### src/eirq_pkg.sv
// Shared types, codes and helpers for the external interrupt pin controller.
`timescale 1ns / 1ps
package eirq_pkg;

    localparam int MaxPins = 8;
    localparam int WordW   = 32;

    // function codes
    localparam logic [1:0] FUNC_TICK  = 2'd0;
    localparam logic [1:0] FUNC_READ  = 2'd1;
    localparam logic [1:0] FUNC_WRITE = 2'd2;

    // register indexes
    localparam logic [2:0] REG_SENSE  = 3'd0;
    localparam logic [2:0] REG_PRIO   = 3'd1;
    localparam logic [2:0] REG_SRC    = 3'd2;
    localparam logic [2:0] REG_MASK   = 3'd3;
    localparam logic [2:0] REG_CLEAR  = 3'd4;
    localparam logic [2:0] REG_MODE   = 3'd5;

    // configuration register indexes
    localparam logic CFG_SENSE_W = 1'b0;
    localparam logic CFG_WIDE    = 1'b1;

    // sense field widths
    localparam logic [2:0] SENSE_W_MIN = 3'd2;
    localparam logic [2:0] SENSE_W_MID = 3'd3;
    localparam logic [2:0] SENSE_W_MAX = 3'd4;

    // sense codes
    localparam logic [3:0] SENSE_FALL = 4'd0;
    localparam logic [3:0] SENSE_RISE = 4'd1;
    localparam logic [3:0] SENSE_LOW  = 4'd2;
    localparam logic [3:0] SENSE_HIGH = 4'd3;
    localparam logic [3:0] SENSE_BOTH = 4'd4;

    typedef struct packed {
        logic       tick;
        logic       level;
        logic       last;
        logic       pending;
        logic       keep;
        logic       mask;
        logic [3:0] prio;
        logic [2:0] sense_w;
        logic [1:0] code2;
        logic [2:0] code3;
        logic [3:0] code4;
    } t_lane_in;

    typedef struct packed {
        logic pending;
        logic last;
        logic irq;
    } t_lane_out;

    typedef struct packed {
        logic [WordW-1:0]   read_data;
        logic [MaxPins-1:0] irq_lines;
        logic               irq_any;
    } t_result;

    function automatic logic [MaxPins-1:0] f_reverse(input logic [MaxPins-1:0] v);
        logic [MaxPins-1:0] r;
        for (int i = 0; i < MaxPins; i++) begin
            r[i] = v[MaxPins-1-i];
        end
        return r;
    endfunction

endpackage

### src/eirq_if.sv
// Valid/ready channels for request items and result items.
`timescale 1ns / 1ps
interface eirq_in_if;
    logic        valid;
    logic        ready;
    logic [1:0]  func;
    logic [2:0]  reg_index;
    logic [31:0] write_data;
    logic [7:0]  pin_levels;

    modport source(output valid, output func, output reg_index, output write_data,
                   output pin_levels, input ready);
    modport sink(input valid, input func, input reg_index, input write_data,
                 input pin_levels, output ready);
endinterface

interface eirq_out_if;
    logic        valid;
    logic        ready;
    logic [31:0] read_data;
    logic [7:0]  irq_lines;
    logic        irq_any;

    modport source(output valid, output read_data, output irq_lines, output irq_any,
                   input ready);
    modport sink(input valid, input read_data, input irq_lines, input irq_any,
                 output ready);
endinterface

### src/eirq_lane.sv
// Per-pin lane: edge/level detection, pending latch and interrupt qualify.
`timescale 1ns / 1ps
module eirq_lane (
    input  eirq_pkg::t_lane_in  i_lane,
    output eirq_pkg::t_lane_out o_lane
);
    import eirq_pkg::*;

    logic [3:0] code;
    logic       fire;
    logic       pending_nx;

    always_comb begin
        case (i_lane.sense_w)
            SENSE_W_MIN: code = {2'b00, i_lane.code2};
            SENSE_W_MID: code = {1'b0, i_lane.code3};
            default:     code = i_lane.code4;
        endcase
    end

    always_comb begin
        case (code)
            SENSE_FALL: fire = i_lane.last & ~i_lane.level;
            SENSE_RISE: fire = ~i_lane.last & i_lane.level;
            SENSE_LOW:  fire = ~i_lane.level;
            SENSE_HIGH: fire = i_lane.level;
            SENSE_BOTH: fire = i_lane.last ^ i_lane.level;
            default:    fire = 1'b0;
        endcase
    end

    assign pending_nx     = (i_lane.pending & i_lane.keep) | (i_lane.tick & fire);
    assign o_lane.pending = pending_nx;
    assign o_lane.last    = i_lane.tick ? i_lane.level : i_lane.last;
    assign o_lane.irq     = pending_nx & ~i_lane.mask & (|i_lane.prio);

endmodule

### src/eirq_skid.sv
// Two-entry output buffer; the request side waits only while both entries are held.
`timescale 1ns / 1ps
module eirq_skid (
    input  logic              i_clk,
    input  logic              i_rst_n,
    input  logic              i_push,
    input  eirq_pkg::t_result i_data,
    output logic              o_ready,
    input  logic              i_out_ready,
    output logic              o_valid,
    output eirq_pkg::t_result o_data
);
    import eirq_pkg::*;

    logic    r_main_valid;
    logic    r_skid_valid;
    t_result r_main;
    t_result r_skid;
    logic    pop;

    assign pop     = r_main_valid & i_out_ready;
    assign o_ready = ~r_skid_valid;
    assign o_valid = r_main_valid;
    assign o_data  = r_main;

    always_ff @(posedge i_clk) begin
        if (!i_rst_n) begin
            r_main_valid <= 1'b0;
            r_skid_valid <= 1'b0;
        end else if (r_main_valid && !pop) begin
            // main is held; park a new transfer in the skid slot
            if (i_push) begin
                r_skid_valid <= 1'b1;
                r_skid       <= i_data;
            end
        end else if (r_skid_valid) begin
            r_main_valid <= 1'b1;
            r_main       <= r_skid;
            r_skid_valid <= 1'b0;
        end else begin
            r_main_valid <= i_push;
            r_main       <= i_data;
        end
    end

endmodule

### src/external_irq_pin_controller.sv
// Top level: register file, pin lanes, result merge and output buffer.
// Each result is registered in the output buffer before it appears on o_out.
// Throughput: one request per cycle; the two-entry output buffer keeps i_in.ready
// high until two results are held behind a stalled consumer.
// Reset (synchronous, i_rst_n low): sense, priority, mode, source and last levels
// clear, all pins masked, sense width 4, narrow flag registers, output buffer empty.
`timescale 1ns / 1ps
module external_irq_pin_controller #(
    parameter int NUM_PINS = eirq_pkg::MaxPins
) (
    input  logic       i_clk,
    input  logic       i_rst_n,
    eirq_in_if.sink    i_in,
    eirq_out_if.source o_out,
    input  logic       i_cfg_we,
    input  logic       i_cfg_index,
    input  logic [2:0] i_cfg_data
);
    import eirq_pkg::*;

    logic [WordW-1:0]   r_sense;
    logic [WordW-1:0]   r_prio;
    logic [WordW-1:0]   r_mode;
    logic [MaxPins-1:0] r_pending;
    logic [MaxPins-1:0] r_mask;
    logic [MaxPins-1:0] r_last;
    logic [2:0]         r_sense_w;
    logic               r_wide;

    logic [WordW-1:0]   n_sense;
    logic [WordW-1:0]   n_prio;
    logic [WordW-1:0]   n_mode;
    logic [MaxPins-1:0] n_pending;
    logic [MaxPins-1:0] n_mask;
    logic [MaxPins-1:0] n_last;

    logic               accept;
    logic               tick;
    logic               rd;
    logic               wr;
    logic [2:0]         sense_w;
    logic [MaxPins-1:0] data_pins;
    logic [MaxPins-1:0] irq;
    logic [WordW-1:0]   rdata;
    logic               buf_ready;
    t_result            result;
    t_result            out_data;

    assign accept = i_in.valid & buf_ready;
    assign i_in.ready = buf_ready;
    assign tick   = accept && (i_in.func == FUNC_TICK);
    assign rd     = accept && (i_in.func == FUNC_READ);
    assign wr     = accept && (i_in.func == FUNC_WRITE);

    always_comb begin
        if (r_sense_w < SENSE_W_MIN) begin
            sense_w = SENSE_W_MIN;
        end else if (r_sense_w > SENSE_W_MAX) begin
            sense_w = SENSE_W_MAX;
        end else begin
            sense_w = r_sense_w;
        end
    end

    // pin n sits at bit WordW-1-n (wide) or MaxPins-1-n (narrow) of the flag word
    assign data_pins = r_wide ? f_reverse(i_in.write_data[WordW-1 -: MaxPins])
                              : f_reverse(i_in.write_data[MaxPins-1:0]);

    assign n_sense = (wr && i_in.reg_index == REG_SENSE) ? i_in.write_data : r_sense;
    assign n_prio  = (wr && i_in.reg_index == REG_PRIO)  ? i_in.write_data : r_prio;
    assign n_mode  = (wr && i_in.reg_index == REG_MODE)  ? i_in.write_data : r_mode;

    always_comb begin
        n_mask = r_mask;
        if (wr && i_in.reg_index == REG_MASK) begin
            n_mask = r_mask | data_pins;
        end else if (wr && i_in.reg_index == REG_CLEAR) begin
            n_mask = r_mask & ~data_pins;
        end
    end

    for (genvar g = 0; g < MaxPins; g++) begin : g_lane
        if (g < NUM_PINS) begin : g_on
            t_lane_in  lane_in;
            t_lane_out lane_out;

            always_comb begin
                lane_in.tick    = tick;
                lane_in.level   = i_in.pin_levels[g];
                lane_in.last    = r_last[g];
                lane_in.pending = r_pending[g];
                lane_in.keep    = !(wr && i_in.reg_index == REG_SRC) || data_pins[g];
                lane_in.mask    = n_mask[g];
                lane_in.prio    = n_prio[WordW-1-4*g -: 4];
                lane_in.sense_w = sense_w;
                lane_in.code2   = r_sense[WordW-1-2*g -: 2];
                lane_in.code3   = r_sense[WordW-1-3*g -: 3];
                lane_in.code4   = r_sense[WordW-1-4*g -: 4];
            end

            eirq_lane u_lane (
                .i_lane (lane_in),
                .o_lane (lane_out)
            );

            assign n_pending[g] = lane_out.pending;
            assign n_last[g]    = lane_out.last;
            assign irq[g]       = lane_out.irq;
        end else begin : g_off
            assign n_pending[g] = 1'b0;
            assign n_last[g]    = 1'b0;
            assign irq[g]       = 1'b0;
        end
    end

    always_comb begin
        case (i_in.reg_index)
            REG_SENSE:  rdata = r_sense;
            REG_PRIO:   rdata = r_prio;
            REG_SRC:    rdata = r_wide ? {f_reverse(r_pending), {(WordW-MaxPins){1'b0}}}
                                       : {{(WordW-MaxPins){1'b0}}, f_reverse(r_pending)};
            REG_MASK:   rdata = r_wide ? {f_reverse(r_mask), {(WordW-MaxPins){1'b0}}}
                                       : {{(WordW-MaxPins){1'b0}}, f_reverse(r_mask)};
            REG_MODE:   rdata = r_mode;
            default:    rdata = '0;
        endcase
    end

    assign result.read_data = rd ? rdata : '0;
    assign result.irq_lines = irq;
    assign result.irq_any   = |irq;

    always_ff @(posedge i_clk) begin
        if (!i_rst_n) begin
            r_sense   <= '0;
            r_prio    <= '0;
            r_mode    <= '0;
            r_pending <= '0;
            r_mask    <= '1;
            r_last    <= '0;
            r_sense_w <= SENSE_W_MAX;
            r_wide    <= 1'b0;
        end else begin
            if (accept) begin
                r_sense   <= n_sense;
                r_prio    <= n_prio;
                r_mode    <= n_mode;
                r_pending <= n_pending;
                r_mask    <= n_mask;
                r_last    <= n_last;
            end
            if (i_cfg_we) begin
                if (i_cfg_index == CFG_SENSE_W) begin
                    r_sense_w <= i_cfg_data;
                end else begin
                    r_wide <= i_cfg_data[0];
                end
            end
        end
    end

    eirq_skid u_skid (
        .i_clk       (i_clk),
        .i_rst_n     (i_rst_n),
        .i_push      (accept),
        .i_data      (result),
        .o_ready     (buf_ready),
        .i_out_ready (o_out.ready),
        .o_valid     (o_out.valid),
        .o_data      (out_data)
    );

    assign o_out.read_data = out_data.read_data;
    assign o_out.irq_lines = out_data.irq_lines;
    assign o_out.irq_any   = out_data.irq_any;

endmodule

### src/flat_wrapper.sv
// flat-port wrapper written by rule: the top's interface ports become plain ports
module external_irq_pin_controller_flat import eirq_pkg::*;
#(
    parameter int NUM_PINS = eirq_pkg::MaxPins
)
  (i_clk, i_rst_n, i_cfg_we, i_cfg_index, i_cfg_data, i_in_valid, i_in_func, i_in_reg_index, i_in_write_data, i_in_pin_levels, i_in_ready, o_out_valid, o_out_read_data, o_out_irq_lines, o_out_irq_any, o_out_ready);
  eirq_in_if i_in_i ();
  eirq_out_if o_out_i ();
  input  logic i_clk;
  input  logic i_rst_n;
  input  logic i_cfg_we;
  input  logic i_cfg_index;
  input  logic [2:0] i_cfg_data;
  input wire logic [$bits(i_in_i.valid)-1:0] i_in_valid;
  input wire logic [$bits(i_in_i.func)-1:0] i_in_func;
  input wire logic [$bits(i_in_i.reg_index)-1:0] i_in_reg_index;
  input wire logic [$bits(i_in_i.write_data)-1:0] i_in_write_data;
  input wire logic [$bits(i_in_i.pin_levels)-1:0] i_in_pin_levels;
  output wire logic [$bits(i_in_i.ready)-1:0] i_in_ready;
  output wire logic [$bits(o_out_i.valid)-1:0] o_out_valid;
  output wire logic [$bits(o_out_i.read_data)-1:0] o_out_read_data;
  output wire logic [$bits(o_out_i.irq_lines)-1:0] o_out_irq_lines;
  output wire logic [$bits(o_out_i.irq_any)-1:0] o_out_irq_any;
  input wire logic [$bits(o_out_i.ready)-1:0] o_out_ready;
  assign i_in_i.valid = i_in_valid;
  assign i_in_i.func = i_in_func;
  assign i_in_i.reg_index = i_in_reg_index;
  assign i_in_i.write_data = i_in_write_data;
  assign i_in_i.pin_levels = i_in_pin_levels;
  assign i_in_ready = i_in_i.ready;
  assign o_out_valid = o_out_i.valid;
  assign o_out_read_data = o_out_i.read_data;
  assign o_out_irq_lines = o_out_i.irq_lines;
  assign o_out_irq_any = o_out_i.irq_any;
  assign o_out_i.ready = o_out_ready;
  external_irq_pin_controller #(.NUM_PINS(NUM_PINS)) u_core (.i_clk(i_clk), .i_rst_n(i_rst_n), .i_in(i_in_i), .o_out(o_out_i), .i_cfg_we(i_cfg_we), .i_cfg_index(i_cfg_index), .i_cfg_data(i_cfg_data));
endmodule
### config.mk
export PLATFORM = sky130hd
export DESIGN_NAME = external_irq_pin_controller_flat
export DESIGN_NICKNAME = d
export VERILOG_FILES = /design/src/eirq_pkg.sv /design/src/eirq_if.sv /design/src/eirq_lane.sv /design/src/eirq_skid.sv /design/src/external_irq_pin_controller.sv /design/src/flat_wrapper.sv
export SDC_FILE = /design/constraint.sdc
export NUM_CORES = 1
export LEC_CHECK = 0
export BUFFER_PORTS_ARGS = -buffer_cell sky130_fd_sc_hd__buf_4
export CAP_MARGIN = 10
export CORE_MARGIN = 2
export CORE_UTILIZATION = 50
export CTS_BUF_LIST = sky130_fd_sc_hd__clkbuf_2
export DETAILED_ROUTE_END_ITERATION = 12
export GPL_TIMING_DRIVEN = 0
export PLACE_DENSITY_LB_ADDON = 0.2
export SLEW_MARGIN = 40
export SYNTH_ARGS = -nofsm -noshare
export SYNTH_HDL_FRONTEND = slang
export SYNTH_SLANG_ARGS = --single-unit
export TNS_END_PERCENT = 10
### constraint.sdc
create_clock -name i_clk -period 5.3 [get_ports i_clk]
set_input_delay 1.06 -clock i_clk [delete_from_list [all_inputs] [get_ports i_clk]]
set_output_delay 1.06 -clock i_clk [all_outputs]
set_load 0.1 [all_outputs]
# Yosys cells after proc, flatten, opt, wreduce, memory -nomap -nowiden
# Index checks and enable logic that the tools add are counted.
[totals] inputBits=54 ff_bits=208 wordCells=230 output_inout_bits=43
[op_classes] muxes=28 reduce_logical=47 n_eq_ne=41 n_bitwise=96 n_lt_le_gt_ge=2
[ops] cell="$pmux W32 S5" count=1
[ops] cell="$mux W32" count=4
[ops] cell="$eq A4 B2 Y1 const B" count=16
[ops] cell="$pmux W4 S2" count=8
[ops] cell="$and A1 B1 Y1" count=50
[ops] cell="$mux W41" count=1
[ops] cell="$pmux W1 S5" count=8
[ops] cell="$eq A4 B1 Y1 const B" count=8
[ops] cell="$eq A4 B3 Y1 const B" count=8
[ops] cell="$logic_not A4 Y1" count=8
[ops] cell="$reduce_or A4 Y1" count=8
[ops] cell="$not A1 Y1" count=27
[ops] cell="$mux W8" count=3
[ops] cell="$reduce_and A2 Y1" count=7
[ops] cell="$eq A3 B2 Y1 const B" count=4
[ops] cell="$logic_and A1 B1 Y1" count=10
[ops] cell="$and A8 B8 Y8" count=1
[ops] cell="$logic_or A1 B1 Y1" count=8
[ops] cell="$not A8 Y8" count=1
[ops] cell="$or A1 B1 Y1" count=8
[ops] cell="$or A8 B8 Y8" count=1
[ops] cell="$reduce_or A8 Y1" count=1
[ops] cell="$xor A1 B1 Y1" count=8
[ops] cell="$eq A3 B3 Y1 const B" count=2
[ops] cell="11 further kinds" count=13

# Logic depth before layout (Yosys ltp)
# Gate-level depths: netlist (run 1).
[logic_depth] ltp_word=13 depth_mapped=10

# By module
# From an unflattened synthesis (run 1), not the netlist that was laid out.
[unflattened] hier_cells=1234 hier_area_um2=11816.3
[by_module_without_submodules] mod="external_irq_pin_controller" seq_area_each_um2=2482.4 cells_each=776 n_inst=1 area_each_um2=6273.5
[by_module_without_submodules] mod="eirq_skid" seq_area_each_um2=2502.4 cells_each=138 n_inst=1 area_each_um2=3240.6
[by_module_without_submodules] mod="eirq_lane" seq_area_each_um2=0.0 cells_each=40 n_inst=8 area_each_um2=287.8

# Worst setup path after synthesis (run 1)
# Ideal clock, no wire load.
[synth_timing] path_type="input to register" start="input port i_rst_n" end="register u_core.u_skid.r_skid[0] (netlist name), enable pin" slack_ps=444 path_buffers=2 setup_ps=490 cell_stages=4 arrival_ps=4365 cell_sequence="clkbuf_1 > clkbuf_1 > nand2_1 > nor3_1"
[synth_between] elab_chain_len=1
[synth_rtl] element="from (decl)" line_no="flat_wrapper.sv:10" text="input logic i_rst_n;"
[synth_rtl] element="$reduce_and A3 Y1 (no source line)"
[synth_rtl] element="to (signal assigned)" line_no="eirq_skid.sv:34" text="r_skid <= i_data;"
[synth_rtl] element="to (decl)" line_no="eirq_skid.sv:18" text="t_result r_skid;"
# Every way passes these cells.
# A chain may end at the register's enable or synchronous reset.

==> results.txt, run 1 <==
Outcome: completed
CTS Sinks: 208
Reg2Reg Depth: 8
Minimum clock period: 3530 ps
Leak Pwr: 4.78 nW
Post-Syn Area: 10800 um2
GRT Overall Usage: 29.9%
Crit path buf inv count: 3
Final hold violation count: 0
Most frequent cells in the layout: nand2_1 (269), dfxtp_1 (126), a21boi_0 (110), buf_4 (98), edfxtp_1 (82)
Crit start category: input port
Core ar.: 21200 um2
Cell Count, Final, Fillers Out: 1669
DRC: 0
FF-to-FF End: u_core.u_skid.o_data[0]$_DFFE_PP_
Via/cell ratio: 5.80
CTS Buf Count: 53
WL/cell: 20.3 um
Min-delay src: i_cfg_data[2]
Element type at the critical path end: flop
Synth Net Count: 1266
1st-iter DRT viols: 942
Clock slew at reported path FFs: 110 ps
Placed insts: 1571
RR Startpoint: u_core.u_skid.r_skid_valid$_SDFFE_PN0P_
Synthesis-to-layout area growth: 14.6%
I/O pins: 97
Yosys Warn Count: 0
Sequential element share of the synthesized area: 46.0%
Rows: 53
CP max stage cell: nor4_1
Layout cell share with drive strength beyond 1: 16.5%
Critical-path cell list: buf_4 > nand4bb_1 > buf_2 > nor4_1 > clkbuf_1 > o21ai_0 > and3_1 > nor4_2 > a41oi_2
Cell Area, Placed: 11900 um2
Final core utilization: 58.8%
FF-to-FF setup slack: 1830 ps
Fin area: 12400 um2
Mapped Cells: 1196
Fillers: 2044
CP delay by family, top: simple AND/OR/NAND/NOR gates
Routed Antenna Nets: 0
Clock root buffer: clkbuf_2
Post-CTS sizing: 0
Clk buf depth: 3
Worst IR drop on VDD: 177 uV
Input/output buffers: 95
Initial antenna violation count: 2
RSZ-0062 raised after global routing: no
CTS tree: built
Crit Path Class: input port to flop
Max-Cap Viols: 0
Final period util: 66.6%
Vias in the first global route: 9239
Worst-Skew Late Latency: 840 ps
Type of the worst min-delay path: input port to flop
Postcts setup bufs: 0
H-tree depth: 2
Via count: 9688
Post-synth EDFFs: 82
Worst stage delay on the critical path: 570 ps
Cts hold-fix bufs: 0
DP HPWL: 25500 um
PwrDens: 263 nW/um2
Max Freq: 283 MHz
Die Ht: 151 um
Worst slew margin: 46.9%
#FFs+latches synth: 208
Die W: 151 um
Worst-Margin Slew: 790 ps
Pre-CTS setup slack: 987 ps
Arrival @ worst endpoint: 4100 ps
GR Overflow Total: 0
Hold EP: u_core.r_sense_w[2]$_SDFFE_PN1P_
GR Util met1: 40.3%
Crit-path max FO: 10
Worst hold stages: 3
Global-route wire length before repair: 51900 um
Asr flop ratio synth: 0%
Met2 usage: 47.1%
Most common cell after layout, fill and taps aside: nand2_1
WL final: 33900 um
Largest net degree at the start of global routing: 42
Final setup TNS: 0 ps
Setup ws final: 1770 ps
Synth cell types: 72
Final slew viol count: 0
Mean Syn Cell Area: 9.06 um2
Initial core utilization: 51.3%
# nets final: 1421
Die Area: 22900 um2
Worst Path Required: 5870 ps
TritonRoute pass-1 iters: 7
Most used flip-flop cell after synthesis: dfxtp_1
Final setup vio count: 0
Clk_skew: 67.8 ps
Top Usage Layer GRT: met2
Met3 Usage GRT: 6.54%
Gpl congestion: 0.986
## logic make-up after synthesis
family	count (synthesis)	synth area share, %
compound gates	307	20.7
xor+xnor	3	0.242
fa+ha+maj	16	1.85
buf+inv	115	4.39
flops	208	46.0
mux	60	5.65
simple gates	487	21.2
## flip-flops by register name, indices dropped and copies added, names as in the netlist
register                    flops
u_core.r_sense                 32
u_core.r_pending                8
u_core.r_prio                  32
u_core.r_last                   8
u_core.u_skid.r_skid           41
u_core.u_skid.o_data           41
u_core.u_skid.r_skid_valid      1
u_core.r_wide                   1
u_core.r_mode                  32
u_core.r_sense_w                3
u_core.u_skid.o_valid           1
u_core.r_mask                   8
## routing by layer
metal / up-vias / wire length, um / share of wire (%)
met1: 4583 / 14400 / 42
met2: 435 / 15400 / 45
met4: 0 / 1120 / 3.3
li1: 4610 / - / -
met3: 60 / 2990 / 8.8
met5: - / 0 / 0
## Yosys cell counts (24+ instances only)
library cell | number | area share [%]
mux2i_1 | 50 | 4.6
o21ai_0 | 34 | 1.6
dfxtp_1 | 126 | 23
clkbuf_1 | 61 | 2.1
inv_1 | 25 | 0.87
nand2_1 | 269 | 9.3
a21o_1 | 32 | 2.2
a21oi_1 | 35 | 1.6
and2_1 | 24 | 1.4
nor2_1 | 71 | 2.5
a21boi_0 | 110 | 7.6
edfxtp_1 | 82 | 23
## worst max-delay path by stage
stage                             from                                  to  slack (ps)  depth (start not counted)
after floorplan                i_rst_n   u_core.u_skid.r_skid[0]$_DFFE_PP_         440                          4
after global placement         i_rst_n  u_core.u_skid.r_skid[27]$_DFFE_PP_       -1330                          4
after detailed placement  i_in_func[0]   u_core.u_skid.o_data[0]$_DFFE_PP_         990                          9
after CTS                 i_in_func[0]   u_core.u_skid.o_data[0]$_DFFE_PP_        1900                          9
after global routing      i_in_func[0]   u_core.u_skid.o_data[0]$_DFFE_PP_        1760                          9
final                     i_in_func[0]   u_core.u_skid.o_data[0]$_DFFE_PP_        1770                          9
## through the flow
step	hold slack [ps]	total power [mW]
6_report	454	3.27
5_1_grt	406	3.40
4_1_cts	394	3.29
3_5_place_dp	456	2.19
3_3_place_gp	449	2.18
2_1_floorplan	444	2.03
## cell type report
cell class              count  area [um2]  share of cell area (%)
clock inverters            17        96.3                   0.775
repair buffers            100         741                    5.96
clock buffers              78         390                    3.14
flip-flops and latches    208        4980                    40.1
multi-input cells         873        5390                    43.4
diodes                      3        7.51                  0.0604
inverters                  26        97.6                   0.785
plain buffers              89         379                    3.05
well taps                 275         344                    2.77
## where the power goes
group          switching, mW  internal (mW)  leakage (nW)
Clock                  0.668          0.445         0.371
Combinational          0.319          0.130          2.62
Sequential            0.0171           1.69          1.78
## worst min-delay path, cell delays in order
cell and delay (ps):
buf_4 80, nand2_1 40, o211ai_1 70
Power figures use the tool's default switching activity.
==> inputs of run 2 (changes only) <==
clock period = 3.3 ns   (was 5.3 ns; I/O delays follow)
==> results.txt, run 2 (synthesis results as in run 1) <==
GRT Overall Usage: 29.6% (-0.36 points)
# nets final: 1435 (+0.99%)
DRT met1 WL: 14700 um (+2.0%)
Leak Pwr: 4.82 nW (+0.97%)
Fillers: 1943 (-4.9%)
Metal3 WL: 2580 um (-14%)
Largest net degree at the start of global routing: 42 (unchanged)
Via count: 9895 (+2.1%)
Postcts setup bufs: 0 (unchanged)
Final setup TNS: 0 ps (unchanged)
Worst IR drop on VDD: 236 uV (+34%)
Crit Path Class: flop to flop
Die Area: 22900 um2 (unchanged)
Via/cell ratio: 5.88 (+1.3%)
Routed Antenna Nets: 0 (unchanged)
Crit-path max FO: 10 (unchanged)
Min-delay src: i_cfg_data[1]
Max Freq: 316 MHz
Input/output buffers: 95 (unchanged)
Top sig layer: met4
Combinational share of power: 14.0% (+0.3 points)
Outcome: completed
Most common cell after layout, fill and taps aside: nand2_1
Crit start category: flop
GR Overflow Total: 0 (unchanged)
Global-route wire length before repair: 51600 um (-0.59%)
Initial core utilization: 51.3% (unchanged)
Final hold violation count: 0 (unchanged)
Reg power frac: 52.4% (+0.2 points)
P_int: 3.55 mW (+57%)
Gpl congestion: 0.941 (-4.6%)
RSZ-0062 raised after global routing: no
Tot Pwr: 5.23 mW (+60%)
1st-iter DRT viols: 960 (+1.9%)
Worst-Margin Slew: 828 ps (+37.3 ps)
DP HPWL: 25000 um (-1.8%)
Clock root buffer: clkbuf_2
Worst slew margin: 44.8% (-2.1 points)
Wire length on met2: 15400 um (+0.34%)
Initial antenna violation count: 1 (-1)
Minimum clock period: 3170 ps
DRC: 0 (unchanged)
Reg2Reg Depth: 8 (unchanged)
Clk pwr share: 33.6% (-0.5 points)
Psw: 1.68 mW (+67%)
Max-Cap Viols: 0 (unchanged)
CTS tree: built
Vias in the first global route: 9173 (-0.71%)
Crit path from: u_core.u_skid.r_skid_valid$_SDFFE_PN0P_
Type of the worst min-delay path: input port to flop
Die W: 151 um (unchanged)
Most frequent cells in the layout: nand2_1 (269), dfxtp_1 (126), a21boi_0 (110), buf_4 (98), edfxtp_1 (82)
RR Startpoint: u_core.u_skid.r_skid_valid$_SDFFE_PN0P_
Layout cell share with drive strength beyond 1: 16.0% (-0.54 points)
H-tree depth: 2 (unchanged)
Core ar.: 21200 um2 (unchanged)
Sw frac: 32.1% (+1.4 points)
Clk buf depth: 3 (unchanged)
Rows: 53 (unchanged)
Final period util: 96.0%
Final slew viol count: 0 (unchanged)
WL final: 33900 um (about the same)
Arrival @ worst endpoint: 3800 ps (-300 ps)
PwrDens: 416 nW/um2 (+58%)
Final setup vio count: 0 (unchanged)
CTS Buf Count: 54 (+1.9%)
Worst-Skew Late Latency: 910 ps (+70 ps)
TritonRoute pass-1 iters: 6 (-1)
I/O pins: 97 (unchanged)
FF-to-FF setup slack: 130 ps (-1700 ps)
WL/cell: 20.1 um (-0.82%)
Clk_skew: 97.2 ps (+29.4 ps)
Clock slew at reported path FFs: 100 ps (about the same)
Synthesis-to-layout area growth: 16.1%
Die Ht: 151 um (unchanged)
Worst hold stages: 3 (unchanged)
Element type at the critical path end: flop
Worst Path Required: 3930 ps (-1940 ps)
CTS Sinks: 208 (unchanged)
[run 2: final cells by class]
type | instances | area, um2 | share of cell area [%]
Inverter | 26 | 97.6 | 0.775
Timing Repair Buffer | 114 | 903 | 7.18
Antenna cell | 1 | 2.50 | 0.0199
Multi-Input combinational cell | 873 | 5400 | 42.9
Sequential cell | 208 | 4980 | 39.6
Clock inverter | 26 | 123 | 0.974
Tap cell | 275 | 344 | 2.73
Buffer | 88 | 378 | 3.00
Clock buffer | 72 | 360 | 2.86
[run 2: critical path, stage by stage, from the launching register on]
cell	delay (ps)
dfxtp_1	330
nand4bb_1	280
buf_2	270
nor4_1	520
clkbuf_2	380
o21ai_0	280
and3_1	340
nor4_2	350
a41oi_2	160
[run 2: final timing paths]
path | to
worst max-delay path | u_core.u_skid.o_data[0]$_DFFE_PP_
worst min-delay path | u_core.r_sense_w[1]$_SDFFE_PN0P_
worst max register to register | u_core.u_skid.o_data[0]$_DFFE_PP_
worst min register to register | u_core.r_mode[26]$_SDFFE_PN0P_
[run 2: metrics by stage]
step	area (um2)	worst slack [ps]	util (%)	hold slack (ps)	std cells
floorplan	10800	25.8	-	444	1196
global placement	11900	-1140	56.3	450	1566
detailed placement	11900	-528	56.5	458	1569
CTS	12500	2.03	59.2	0.291	1676
global route	12600	16.4	59.5	0.489	1683
finish	12600	131	59.5	39.5	1683
[run 2: power groups by stage]
stage	logic, mW	registers (mW)	clock network [mW]
2_1_floorplan	0.273	2.99	0
3_3_place_gp	0.702	2.80	0
3_5_place_dp	0.709	2.80	0
4_1_cts	0.718	2.74	1.78
5_1_grt	0.771	2.75	1.92
6_report	0.734	2.74	1.76
[run 2: metal layers]
| layer | up-vias | global-route usage [%] |
|---|---|---|
| li1 | 4627 | - |
| met1 | 4733 | 40.4 |
| met2 | 445 | 46.4 |
| met3 | 90 | 5.96 |
| met4 | 0 | 10.8 |
| met5 | - | 0 |
[run 2: what timing repair did]
| item | in CTS | in global routing |
|---|---|---|
| endpoints found under the hold margin | 14 | 12 |
| pin swaps | 0 | 0 |
| hold buffers | 10 | 6 |
| setup endpoints to repair | 2 | 2 |
| gates resized for setup | 0 | 4 |
==> inputs of run 3 (changes only) <==
CTS_BUF_LIST = default   (was sky130_fd_sc_hd__clkbuf_2)
SETUP_SLACK_MARGIN = 0.15   (was default)
==> results.txt, run 3 (synthesis results as in run 1) <==
Outcome: completed
Synthesis-to-layout area growth: 17.1%
Die W: 151 um (unchanged)
Clock slew at reported path FFs: 60 ps (-40 ps)
I/O pins: 97 (unchanged)
Postcts setup bufs: 0 (unchanged)
CTS Buf Count: 24 (-56%)
Max-Cap Viols: 0 (unchanged)
Input/output buffers: 95 (unchanged)
Arrival @ worst endpoint: 3220 ps (-580 ps)
PwrDens: 467 nW/um2 (+12%)
Routed Antenna Nets: 0 (unchanged)
DP HPWL: 24800 um (-1.0%)
CTS tree: built
Initial antenna violation count: 0 (-1)
Crit-path max FO: 8 (-2)
1st-iter DRT viols: 957 (-0.31%)
WL final: 33300 um (-1.7%)
Type of the worst min-delay path: input port to flop
Worst-Margin Slew: 801 ps (-26.6 ps)
Most common cell after layout, fill and taps aside: nand2_1
Max Freq: 335 MHz (+6.3%)
CTS Sinks: 208 (unchanged)
Rows: 53 (unchanged)
Largest net degree at the start of global routing: 42 (unchanged)
Clk buf depth: 3 (unchanged)
Cts hold-fix bufs: 0 (-10)
Via count: 9557 (-3.4%)
H-tree depth: 1 (-1)
Crit Path Class: flop to flop
Worst slew margin: 45.9% (+1.0 points)
Final period util: 90.3% (-5.7 points)
Die Area: 22900 um2 (unchanged)
Vias in the first global route: 9155 (-0.20%)
Clock root buffer: clkbuf_16
Cell Count, Final, Fillers Out: 1613 (-4.2%)
Most frequent cells in the layout: nand2_1 (269), dfxtp_1 (126), a21boi_0 (110), buf_4 (97), edfxtp_1 (82)
Pre-CTS setup slack: -499 ps (+28.5 ps)
Leak Pwr: 4.77 nW (-1.1%)
Global-route wire length before repair: 51300 um (-0.40%)
Minimum clock period: 2980 ps (-188 ps)
Core ar.: 21200 um2 (unchanged)
Setup ws final: 319 ps (+188 ps)
Worst-Skew Late Latency: 520 ps (-390 ps)
Tot Pwr: 5.93 mW (+13%)
GRT Overall Usage: 29.3% (-0.28 points)
Final slew viol count: 0 (unchanged)
Initial core utilization: 51.3% (unchanged)
DRC: 0 (unchanged)
Crit start category: flop
Placed insts: 1569 (unchanged)
Final hold violation count: 0 (unchanged)
Worst IR drop on VDD: 364 uV (+54%)
Final setup vio count: 0 (unchanged)
WL/cell: 20.6 um (+2.6%)
Layout cell share with drive strength beyond 1: 13.8% (-2.2 points)
TritonRoute pass-1 iters: 5 (-1)
RSZ-0062 raised after global routing: no
Element type at the critical path end: flop
Die Ht: 151 um (unchanged)
# nets final: 1390 (-3.1%)
Via/cell ratio: 5.92 (+0.78%)
Worst Path Required: 3540 ps (-390 ps)
GR Overflow Total: 0 (unchanged)
N_diodes: 0 (-1)
Gpl congestion: 0.966 (+2.7%)
Clk_skew: 8.08 ps (-89.1 ps)
## run 3: cell count changes in the layout (fill, tap and decap cells not counted), sizes merged
| cell | change |
|---|---|
| bufinv | +1 |
| clkbuf | -41 |
| clkinv | -13 |
| diode | -1 |
| dlygate4sd3 | -16 |
## run 3: final timing paths
| kind | endpoint | startpoint | depth (start not counted) | slack [ps] |
|---|---|---|---|---|
| max reg2reg | u_core.u_skid.o_data[0]$_DFFE_PP_ | u_core.r_wide$_SDFFE_PN0P_ | 8 | 320 |
| min | u_core.r_sense_w[2]$_SDFFE_PN1P_ | i_cfg_data[2] | 3 | 390 |
| max | u_core.u_skid.o_data[0]$_DFFE_PP_ | u_core.r_wide$_SDFFE_PN0P_ | 8 | 320 |
| min reg2reg | u_core.r_mode[21]$_SDFFE_PN0P_ | u_core.r_mode[21]$_SDFFE_PN0P_ | 2 | 460 |
## run 3: timing repair
item                                    in CTS  in global routing
endpoints found under the setup margin       3                  2
resized for setup                            3                  5
pin swaps                                    0                  0
## run 3: layer usage
layer  global-route usage (%)  part of all wire (%)
met1                     40.7                    43
met2                     45.8                    45
met3                     4.64                   8.0
met4                     11.5                   3.9
met5                        0                     0
## run 3: metrics by stage
stage | TNS, ps | util (%) | instance area (um2) | hold slack, ps
6_report | 0 | 60.0 | 12700 | 388
5_1_grt | 0 | 60.0 | 12700 | 404
4_1_cts | 0 | 60.0 | 12700 | 379
3_5_place_dp | -1290 | 56.5 | 12000 | 457
3_3_place_gp | -25490 | 56.3 | 11900 | 450
2_1_floorplan | 0 | - | 10900 | 444
## run 3: worst max-delay path, cell delays in order, from the launching register on
cell      delay [ps]
dfxtp_1          350
clkbuf_2         260
mux2_2           400
o31ai_1          500
o31ai_1          150
a211o_1          310
and3_1           220
nor4_2           350
a41oi_2          160
## run 3: cell type report
type	count	area [um2]
buffer	89	384
clock buffer	30	623
clock inverter	14	104
fill	1937	8460
inverter	26	97.6
multi-input combinational	873	5410
sequential	208	4980
tap	275	344
timing repair buffer	98	751
## run 3: power breakdown
| group | internal (mW) | switching, mW |
|---|---|---|
| sequential | 2.71 | 0.0269 |
| clock | 1.42 | 1.05 |
| combinational | 0.210 | 0.513 |
